===== src/hw/rtl/bfhc_pkg.sv =====
// shared widths, event and register codes, reset values and level constants for the heater controller
`default_nettype none

package bfhc_pkg;

	localparam int unsigned CMD_W     = 2;
	localparam int unsigned TEMP_W    = 10;
	localparam int unsigned MS_W      = 16;
	localparam int unsigned LEVEL_W   = 8;
	localparam int unsigned COUNT_W   = 8;
	localparam int unsigned CFG_IDX_W = 2;
	localparam int unsigned CFG_W     = 16;
	localparam int unsigned ERR_W     = TEMP_W + 1;

	typedef logic [CMD_W-1:0]   cmd_t;
	typedef logic [TEMP_W-1:0]  temp_t;
	typedef logic [MS_W-1:0]    ms_t;
	typedef logic [LEVEL_W-1:0] level_t;
	typedef logic [COUNT_W-1:0] count_t;

	localparam cmd_t CMD_ZERO_CROSS = 2'd0;
	localparam cmd_t CMD_MS_TICK    = 2'd1;
	localparam cmd_t CMD_TEMP       = 2'd2;

	localparam logic [CFG_IDX_W-1:0] REG_SETPOINT = 2'd0;
	localparam logic [CFG_IDX_W-1:0] REG_TIMEOUT  = 2'd1;
	localparam logic [CFG_IDX_W-1:0] REG_WINDOW   = 2'd2;
	localparam logic [CFG_IDX_W-1:0] REG_FULL     = 2'd3;

	localparam temp_t  SETPOINT_RST = 10'd500;
	localparam ms_t    TIMEOUT_RST  = 16'd1500;
	localparam count_t WINDOW_RST   = 8'd100;
	localparam level_t FULL_RST     = 8'd100;

	localparam logic signed [ERR_W-1:0] ERR_HIGH = 11'sd50;
	localparam logic signed [ERR_W-1:0] ERR_MID  = 11'sd10;
	localparam logic signed [ERR_W-1:0] ERR_LOW  = -11'sd10;

	localparam level_t LEVEL_HALF = 8'd50;
	localparam level_t LEVEL_LOW  = 8'd20;

	localparam ms_t MS_MAX = {MS_W{1'b1}};

	typedef struct packed {
		logic   fire_pulse;
		logic   sample_request;
		logic   sync_lost;
		logic   alarm_start;
		level_t active_power;
		level_t next_power;
	} result_t;

endpackage

`default_nettype wire


===== src/hw/rtl/burst_fire_heater_controller.sv =====
// top level of the zero-cross burst-fire heater controller
`default_nettype none

// Burst-fire triac controller. Each accepted request is one event: a mains zero crossing,
// a millisecond tick or a temperature sample, and each gives exactly one result. A request
// can be accepted on every clock unless in_stall is high; it is captured in the input register,
// and its result is then written to the result register. Throughput is one request per cycle
// while the output is not stalled, set by the single update of the controller state between
// the two registers. A held result stalls the input only when both registers are full.
// Configuration writes are always ready and must be made while no request is in flight.

module burst_fire_heater_controller import bfhc_pkg::*; (
	input  wire                  clk,
	input  wire                  arst_n,

	input  wire                  in_valid,
	output logic                 in_stall,
	input  wire cmd_t            command,
	input  wire temp_t           temp_sample,

	output logic                 out_valid,
	input  wire                  out_stall,
	output logic                 fire_pulse,
	output logic                 sample_request,
	output logic                 sync_lost,
	output logic                 alarm_start,
	output level_t               active_power,
	output level_t               next_power,

	input  wire                  cfg_valid,
	output logic                 cfg_ready,
	input  wire [CFG_IDX_W-1:0]  cfg_index,
	input  wire [CFG_W-1:0]      cfg_data
);

	temp_t   setpoint_q;
	ms_t     timeout_q;
	count_t  window_q;
	level_t  full_q;

	count_t  half_count_q;
	level_t  cur_power_q;
	level_t  buf_power_q;
	temp_t   last_temp_q;
	logic    lost_q;
	ms_t     ms_count_q;

	logic    valid_s1;
	cmd_t    cmd_s1;
	temp_t   temp_s1;

	result_t res_q;
	logic    advance;
	logic    process;

	level_t  level;

	count_t  half_n;
	level_t  cur_n;
	level_t  buf_n;
	temp_t   temp_n;
	logic    lost_n;
	ms_t     ms_n;
	result_t res_n;

	assign advance   = !out_valid || !out_stall;
	assign process   = valid_s1 && advance;
	assign in_stall  = valid_s1 && !advance;
	assign cfg_ready = 1'b1;

	bfhc_level u_level (
		.setpoint    (setpoint_q),
		.temperature (last_temp_q),
		.full_power  (full_q),
		.level       (level)
	);

	always_comb begin
		half_n = half_count_q;
		cur_n  = cur_power_q;
		buf_n  = buf_power_q;
		temp_n = last_temp_q;
		lost_n = lost_q;
		ms_n   = ms_count_q;
		res_n  = '0;
		case (cmd_s1)
			CMD_ZERO_CROSS: begin
				ms_n   = '0;
				half_n = (lost_q ? '0 : half_count_q) + count_t'(1);
				lost_n = 1'b0;
				if (half_n >= window_q) begin
					half_n = '0;
					cur_n  = buf_power_q;
					buf_n  = level;
				end
				res_n.fire_pulse     = (half_n < cur_n);
				res_n.sample_request = !(half_n < cur_n);
			end
			CMD_MS_TICK: begin
				if (ms_count_q != MS_MAX) begin
					ms_n = ms_count_q + ms_t'(1);
				end
			end
			CMD_TEMP: begin
				temp_n = temp_s1;
			end
			default: begin
			end
		endcase
		// watchdog
		if (!lost_n && (ms_n > timeout_q)) begin
			lost_n            = 1'b1;
			half_n            = '0;
			cur_n             = '0;
			buf_n             = '0;
			res_n.alarm_start = 1'b1;
		end
		res_n.sync_lost    = lost_n;
		res_n.active_power = cur_n;
		res_n.next_power   = buf_n;
	end

	always_ff @(posedge clk or negedge arst_n) begin
		if (!arst_n) begin
			setpoint_q <= SETPOINT_RST;
			timeout_q  <= TIMEOUT_RST;
			window_q   <= WINDOW_RST;
			full_q     <= FULL_RST;
		end else if (cfg_valid && cfg_ready) begin
			case (cfg_index)
				REG_SETPOINT: setpoint_q <= cfg_data[TEMP_W-1:0];
				REG_TIMEOUT:  timeout_q  <= cfg_data[MS_W-1:0];
				REG_WINDOW:   window_q   <= cfg_data[COUNT_W-1:0];
				REG_FULL:     full_q     <= cfg_data[LEVEL_W-1:0];
				default: begin
				end
			endcase
		end
	end

	always_ff @(posedge clk or negedge arst_n) begin
		if (!arst_n) begin
			half_count_q <= '0;
			cur_power_q  <= '0;
			buf_power_q  <= '0;
			last_temp_q  <= '0;
			lost_q       <= 1'b0;
			ms_count_q   <= '0;
		end else if (process) begin
			half_count_q <= half_n;
			cur_power_q  <= cur_n;
			buf_power_q  <= buf_n;
			last_temp_q  <= temp_n;
			lost_q       <= lost_n;
			ms_count_q   <= ms_n;
		end
	end

	// input register
	always_ff @(posedge clk or negedge arst_n) begin
		if (!arst_n) begin
			valid_s1 <= 1'b0;
		end else if (!in_stall) begin
			valid_s1 <= in_valid;
		end
	end

	always_ff @(posedge clk) begin
		if (!in_stall && in_valid) begin
			cmd_s1  <= command;
			temp_s1 <= temp_sample;
		end
	end

	// result register
	always_ff @(posedge clk or negedge arst_n) begin
		if (!arst_n) begin
			out_valid <= 1'b0;
		end else if (advance) begin
			out_valid <= valid_s1;
		end
	end

	always_ff @(posedge clk) begin
		if (process) begin
			res_q <= res_n;
		end
	end

	assign fire_pulse     = res_q.fire_pulse;
	assign sample_request = res_q.sample_request;
	assign sync_lost      = res_q.sync_lost;
	assign alarm_start    = res_q.alarm_start;
	assign active_power   = res_q.active_power;
	assign next_power     = res_q.next_power;

endmodule

`default_nettype wire


===== src/hw/rtl/bfhc_level.sv =====
// power level choice from setpoint minus last temperature, clamped to full power
`default_nettype none

module bfhc_level import bfhc_pkg::*; (
	input  wire temp_t  setpoint,
	input  wire temp_t  temperature,
	input  wire level_t full_power,
	output level_t      level
);

	logic signed [ERR_W-1:0] err;
	level_t                  raw;

	always_comb begin
		err = $signed({1'b0, setpoint}) - $signed({1'b0, temperature});
		if (err > ERR_HIGH) begin
			raw = full_power;
		end else if (err > ERR_MID) begin
			raw = LEVEL_HALF;
		end else if (err > ERR_LOW) begin
			raw = LEVEL_LOW;
		end else begin
			raw = '0;
		end
		level = (raw > full_power) ? full_power : raw;
	end

endmodule

`default_nettype wire

===== config.mk =====
export PLATFORM = sky130hd
export DESIGN_NAME = burst_fire_heater_controller
export DESIGN_NICKNAME = d
export VERILOG_FILES = /design/src/hw/rtl/bfhc_pkg.sv /design/src/hw/rtl/burst_fire_heater_controller.sv /design/src/hw/rtl/bfhc_level.sv
export SDC_FILE = /design/constraint.sdc
export NUM_CORES = 1
export LEC_CHECK = 0
export BUFFER_PORTS_ARGS = -buffer_cell sky130_fd_sc_hd__buf_2
export CORE_MARGIN = 2
export CORE_UTILIZATION = 40
export DETAILED_ROUTE_END_ITERATION = 8
export PLACE_DENSITY = 0.64
export SYNTH_ARGS = -nofsm -noshare
export SYNTH_HDL_FRONTEND = slang
export SYNTH_SLANG_ARGS = --single-unit
export TNS_END_PERCENT = 10

===== constraint.sdc =====
create_clock -name clk -period 5.86 [get_ports clk]
set_input_delay 0.293 -clock clk [delete_from_list [all_inputs] [get_ports clk]]
set_output_delay 0.293 -clock clk [all_outputs]
set_load 0.005 [all_outputs]

==> results.yml, run 1 <==
place:
  post-place-ws_ns: 0.741
  hpwl_um: 11800
  place_congestion: 0.928
  io_buffer_count: 56
finish:
  post-route-util: 0.470
  register_area_mm2: 0.00336
  fill_cells: 1700
  n_antenna_cell: 0
  multi_input_area_mm2: 0.00365
  final_layout_size_suffix_gt1_frac: 0.224
  syn2layout_area_growth_pct: 15.3
  finalNetCount: 850
clocking:
  cts_root_buffer: "clkbuf_16"
  post_cts_buffers: 0
  clockBufferDepth: 2
  clkSinkCount: 127
  cts_tree: "done"
  clk_latency_ns: 0.41
  htree_levels: 4
  numCtsBuffers: 17
  clk_pin_slew_ns: 0.05
yosys:
  synth_cells: 710
  syn_nets: 793
  synth_commonest_cells: "dfrtp_1, nand2_1, mux2_2"
  netlist_area_mm2: 0.00730
  synth_edf_count: 32
  netlist.area_leader.share: 0.261
  ys.warnings.count: 0
  ys.flop_type: "dfrtp_1"
  ys_types: 68
  ys_top_cells_by_area: "dfrtp_1, edfxtp_1, mux2_2"
  ys_seq_elements: 127
  yosys.area.top_type: "dfrtp_1"
  syn_area_per_cell_um2: 10.3
  synth_seq_area_share: 0.461
  async_flop_share: 0.748
pwr:
  intPower_mw: 2.15
  p_sw_uw: 992
  ir_drop_v: 0.000227
  switching_share: 0.315
  total_leakage_power_nw: 3.72
  power_frac_seq: 0.367
  p_clk_frac: 0.335
  power.density_mw_per_mm2: 374
  p_comb_frac: 0.299
sta:
  finalCriticalPeriod_ns: 5.05
  rsz0062_at_grt: "no"
  hold_viol: 0
  final_max_slew_viol_count: 0
  layout_setup_ws_ns: 0.809
  fin_hold_ws_ns: 0.0537
  worstMarginPinSlew_ns: 0.886
  max_freq_mhz: 198
  worst_slew_margin_rel: 0.409
  skew_ns: 0.00754
  setup-tns-final_ns: 0
  finalCritPeriodShare: 0.862
  setup_viol: 0
worst_setup_path:
  required_ns: 6.02
  critPathTopFamily: "simple AND/OR/NAND/NOR gates"
  worst_path_max_delay_cell: "a21oi_1"
  crit_type: "reg -> reg"
  path_cells: "and4_1 > nand4_1 > nor4_2 > or3_1 > nor2_1 > xnor2_1 > nor2_1 > ha_1 > nand4_1 > nor4_1 > o21ai_0 > o21a_1 > a21oi_1 > a22oi_1 > a32o_1"
  cp_max_fo: 11
  cpPeakStageDelay_ns: 0.70
  crit_buf_inv: 0
  end_kind: "register"
  critPathArrivalTime_ns: 5.21
  cp-start-kind: "register"
status:
  status: "finished clean"
route:
  initialDrtViolationCount: 299
  wire_per_inst_um: 16.1
  routed_wl_um: 16200
  antenna_left: 0
  drc_errors: 0
  num_vias: 5466
  vias_per_cell: 5.42
  first_pass_iters: 7
floorplan:
  dieWidth_um: 139
  rows: 49
  num_io_pins: 58
  core_area_mm2: 0.0179
  chipHeight_um: 139
  dieArea_mm2: 0.0193
  initial_core_util: 0.408
global_route:
  grt_start_max_net_pins: 54
  grt_pass1_wl_um: 27000
  antenna_found_initial: 0
  gr-total-overflow: 0
  grt_usage: 0.174
  grt_pass1_vias: 5260
hold_path:
  hp-class: "in -> reg"
run:
  max_cap_violations: 0
-- power by group through the flow --
stage / sequential, mW / combinational, mW / clock (mW)
2_1_floorplan: 1.14 / 0.722 / 0
3_3_place_gp: 1.16 / 0.922 / 0
3_5_place_dp: 1.17 / 0.932 / 0
4_1_cts: 1.15 / 0.940 / 1.08
5_1_grt: 1.17 / 1.05 / 1.12
6_report: 1.15 / 0.939 / 1.05
-- routing by layer --
layer	share of wire	GRT usage
met1	0.47	0.237
met2	0.47	0.275
met3	0.040	0.0407
met4	0.019	0.0617
met5	0	0
-- cell usage in the layout, fill, tap and decap left out, types with 15 or more instances in the layout --
| cell | count |
|---|---|
| a21oi_1 | 28 |
| buf_2 | 55 |
| clkbuf_16 | 17 |
| dfrtp_1 | 76 |
| dfstp_2 | 19 |
| edfxtp_1 | 32 |
| ha_1 | 47 |
| inv_1 | 50 |
| mux2_2 | 53 |
| nand2_1 | 76 |
| nor2_1 | 41 |
| nor3_1 | 15 |
| o21ai_0 | 41 |
-- metrics by stage --
| stage | total power [mW] | std cells | cell area, um^2 |
|---|---|---|---|
| floorplan | 1.86 | 710 | 7300 |
| global placement | 2.09 | 976 | 7810 |
| detailed placement | 2.10 | 976 | 7810 |
| CTS | 3.17 | 1009 | 8410 |
| global route | 3.34 | 1009 | 8420 |
| finish | 3.15 | 1009 | 8420 |
-- kinds of logic (layout without fill, tap and decap cells) --
| kind of cell | count (synthesis) | in the layout | share of synthesized area |
|---|---|---|---|
| AOI/OAI and AO/OA | 166 | 166 | 0.157 |
| and+or+nand+nor | 212 | 212 | 0.141 |
| buffers and inverters | 75 | 145 | 0.0396 |
| muxes | 62 | 62 | 0.0948 |
| DFF | 127 | 127 | 0.461 |
| xor gates and xnor gates | 19 | 19 | 0.0228 |
| other | 1 | 1 | 0.000514 |
| adders and majority gates | 48 | 48 | 0.0833 |
-- worst paths after layout --
kind                                                 from                    endpoint  slack [ns]  cells after the start
worst max register to register  ms_count_q[3]$_DFFE_PN0P_     next_power[4]$_DFFE_PP_        0.81                     15
worst min register to register       temp_s1[3]$_DFFE_PP_  last_temp_q[3]$_DFFE_PN0P_        0.48                      1
max in group asynchronous                          arst_n   ms_count_q[0]$_DFFE_PN0P_        4.32                      3
min in group asynchronous                          arst_n  last_temp_q[4]$_DFFE_PN0P_        0.42                      2
worst max-delay path            ms_count_q[3]$_DFFE_PN0P_     next_power[4]$_DFFE_PP_        0.81                     15
worst min-delay path                       temp_sample[5]        temp_s1[5]$_DFFE_PP_        0.05                      1
-- sequential cells by signal (all words and copies together), names as in the netlist --
name and cells:
fire_pulse 1, ms_count_q 16, next_power 8, cur_power_q 8, active_power 8, sync_lost 1, lost_q 1, setpoint_q 10
out_valid 1, sample_request 1, temp_s1 10, full_q 8, valid_s1 1, half_count_q 8, last_temp_q 10, timeout_q 16
alarm_start 1, window_q 8, buf_power_q 8, cmd_s1 2
-- what timing repair did --
action | CTS | global route
hold endpoints to repair | 36 | 0
resized for setup | 0 | 1
endpoints found under the setup margin | 0 | 5
hold buffers | 1 | 0
-- area by class of cell --
class | count | area share
flip-flops and latches | 127 | 0.399
clock inverters | 11 | 0.0167
well taps | 229 | 0.0340
inverters | 50 | 0.0223
multi-input cells | 508 | 0.434
repair buffers | 63 | 0.0401
clock buffers | 21 | 0.0535
Power figures use the tool's default switching activity.
==> run 2, diff against run 1 <==
--- a/config.mk
+++ b/config.mk
@@ -5,9 +5,12 @@
 export SDC_FILE = /design/constraint.sdc
 export NUM_CORES = 1
 export LEC_CHECK = 0
+export ABC_AREA = 1
 export BUFFER_PORTS_ARGS = -buffer_cell sky130_fd_sc_hd__buf_2
+export CORE_ASPECT_RATIO = 1.75
 export CORE_MARGIN = 2
 export CORE_UTILIZATION = 40
+export CTS_CLUSTER_DIAMETER = 50
 export DETAILED_ROUTE_END_ITERATION = 8
 export PLACE_DENSITY = 0.64
 export SYNTH_ARGS = -nofsm -noshare
==> run 2 against run 1 <==
Core utilization is 0.072 points lower. Wire length increased by 4.4%. Register-to-register slack better by 0.55 ns. Synthesized cell count up 26%. Final cell count increased by 19%. Design area is 0.21% lower. Clock power up 4%. Largest power group unchanged. Sequential share of layout area is 0.083 points higher. Clock skew grew 0.0047 ns.
==> results.yml, run 2 <==
status:
  status: "finished clean"
yosys:
  ys_types: 47
  synth_cells: 897
  async_flop_share: 0.748
  ys.warnings.count: 0
  netlist_area_mm2: 0.00726
  synth_seq_area_share: 0.463
  ys.flop_type: "dfrtp_1"
  syn_area_per_cell_um2: 8.09
  ys_seq_elements: 127
  synth_edf_count: 32
  netlist.area_leader.share: 0.262
  synth_commonest_cells: "nand2_1, inv_1, o21ai_0"
  yosys.area.top_type: "dfrtp_1"
  ys_top_cells_by_area: "dfrtp_1, edfxtp_1, nand2_1"
  syn_nets: 980
  yosysMostFrequentCell: "nand2_1"
pwr:
  total_power_mw: 3.48
  total_leakage_power_nw: 4.20
  p_sw_mw: 1.24
  ir_drop_v: 0.000232
  power_frac_seq: 0.347
  intPower_mw: 2.24
  switching_share: 0.357
  p_clk_frac: 0.312
  power.density_mw_per_mm2: 415
  p_comb_frac: 0.341
sta:
  setup_viol: 0
  final_max_slew_viol_count: 0
  worst_slew_margin_rel: 0.300
  worstMarginPinSlew_ns: 1.05
  finalCriticalPeriod_ns: 4.50
  rsz0062_at_grt: "no"
  setup-tns-final_ns: 0
  max_freq_mhz: 222
  fin_hold_ws_ns: 0.0502
  skew_ns: 0.0122
  hold_viol: 0
  finalCritPeriodShare: 0.768
finish:
  fill_cells: 1768
  syn2layout_area_growth_pct: 15.7
  n_antenna_cell: 0
  final_common_cell: "nand2_1"
  layout_common_cells: "nand2_1, inv_1, o21ai_0, dfrtp_1, buf_2"
  largestRegisters: "ms_count_q x16, timeout_q x16"
  final_layout_size_suffix_gt1_frac: 0.158
  finalNonFillerCells: 1202
  post-route-util: 0.469
  multi_input_area_mm2: 0.00327
  finalNetCount: 1038
  register_area_mm2: 0.00336
worst_setup_path:
  cp-start-kind: "register"
  rrSetupSlack_ns: 1.36
  required_ns: 6.03
  cp_max_fo: 24
  path_depth: 18
  critPathArrivalTime_ns: 4.67
  crit_type: "reg -> reg"
  cpPeakStageDelay_ns: 0.61
  crit_buf_inv: 3
  end_kind: "register"
  reg2reg_to: "sample_request$_SDFFCE_PN0P_"
  r2r-start: "lost_q$_DFFE_PN0P_"
  worst_path_max_delay_cell: "o21ai_0"
  path_cells: "inv_1 > nand2_1 > nor3_1 > nand3_1 > nor4_1 > xor2_1 > inv_1 > ha_1 > a21oi_1 > o21a_1 > nand3_1 > o21ai_0 > inv_1 > ha_1 > nand2_1 > nor2_1 > a211oi_1 > a21oi_1"
  critPathTopFamily: "simple AND/OR/NAND/NOR gates"
  rr_worst_depth: 18
  crit_top_cell: "inv_1"
clocking:
  clk_latency_ns: 0.42
  clk_pin_slew_ns: 0.06
  clockBufferDepth: 2
  cts_repair_resize_count: 0
  cts_tree: "done"
  htree_levels: 4
  cts_root_buffer: "clkbuf_16"
  post_cts_buffers: 0
  numCtsBuffers: 17
  clkSinkCount: 127
run:
  max_cap_violations: 0
global_route:
  grt_use_met3: 0.0279
  antenna_found_initial: 0
  grt_util_met2: 0.354
  grt_usage: 0.188
  met1_usage: 0.201
  grt_pass1_wl_um: 28500
  grt_pass1_vias: 6047
  busiest_layer: "met2"
  gr-total-overflow: 0
  grt_start_max_net_pins: 65
hold_path:
  worstHoldEndpoint: "temp_s1[5]$_DFFE_PP_"
  hp-class: "in -> reg"
  worstHoldStart: "temp_sample[5]"
  whs_path_depth: 1
route:
  first_pass_iters: 5
  vias_per_cell: 4.98
  initialDrtViolationCount: 320
  num_vias: 5981
  antenna_left: 0
  wire_per_inst_um: 14.1
  drc_errors: 0
  routed_wl_um: 16900
floorplan:
  dieWidth_um: 106
  dieArea_mm2: 0.0193
  chipHeight_um: 182
  core_area_mm2: 0.0179
  initial_core_util: 0.406
  num_io_pins: 58
  rows: 65
place:
  hpwl_um: 12600
  place_congestion: 0.948
  dpl.cell_count: 1169
  io_buffer_count: 56
## run 2: cell types whose count changed after synthesis, moves of 12 or more
cell,delta
nand2_1,+157
mux2_2,-52
a21oi_1,+12
a22o_1,-13
o21ai_0,+63
inv_1,+87
nand2_2,+12
nand3_1,+36
## run 2: cell families (layout without fill, tap and decap cells)
kind of cell,Yosys count,in the layout,synth area share
AOI/OAI and AO/OA,170,170,0.129
xor gates and xnor gates,9,9,0.0109
adders and majority gates,48,48,0.0838
buffers and inverters,166,237,0.0872
DFF,127,127,0.463
muxes,1,1,0.00155
other,1,1,0.000517
and+or+nand+nor,375,375,0.224
## run 2: repair_timing
item,4_1_cts,5_1_grt
setup endpoints to repair,0,0
hold buffers,1,0
hold endpoints to repair,35,0
## run 2: per-layer routing
metal	vias to the layer above	routed length (um)
met5	-	0
met4	0	550
met3	37	547
met2	125	9200
met1	2797	6630
li1	3022	-
## run 2: worst max path at each step
| stage | to | from | slack [ns] |
|---|---|---|---|
| floorplan | sample_request$_SDFFCE_PN0P_ | lost_q$_DFFE_PN0P_ | 2.19 |
| global placement | sample_request$_SDFFCE_PN0P_ | lost_q$_DFFE_PN0P_ | 1.49 |
| detailed placement | sample_request$_SDFFCE_PN0P_ | lost_q$_DFFE_PN0P_ | 1.41 |
| CTS | sample_request$_SDFFCE_PN0P_ | lost_q$_DFFE_PN0P_ | 1.40 |
| global route | sample_request$_SDFFCE_PN0P_ | lost_q$_DFFE_PN0P_ | 0.77 |
| finish | sample_request$_SDFFCE_PN0P_ | lost_q$_DFFE_PN0P_ | 1.36 |
## run 2: cell type report
cell class	count	share of cell area
flip-flops and latches	127	0.400
repair buffers	60	0.0375
inverters	145	0.0648
clock buffers	24	0.0611
well taps	234	0.0349
multi-input cells	604	0.390
clock inverters	8	0.0118
## run 2: metrics by stage
step | area, um^2 | setup slack [ns]
3_3_place_gp | 7780 | 1.49
4_1_cts | 8400 | 1.40
5_1_grt | 8400 | 0.773
3_5_place_dp | 7780 | 1.41
2_1_floorplan | 7260 | 2.19
6_report | 8400 | 1.36
## run 2: power by group through the flow
stage          clock network, mW  registers, mW  logic [mW]
5_1_grt                     1.15           1.23        1.37
2_1_floorplan                  0           1.20       0.905
4_1_cts                     1.10           1.21        1.20
3_3_place_gp                   0           1.22        1.17
6_report                    1.09           1.21        1.19
3_5_place_dp                   0           1.22        1.20
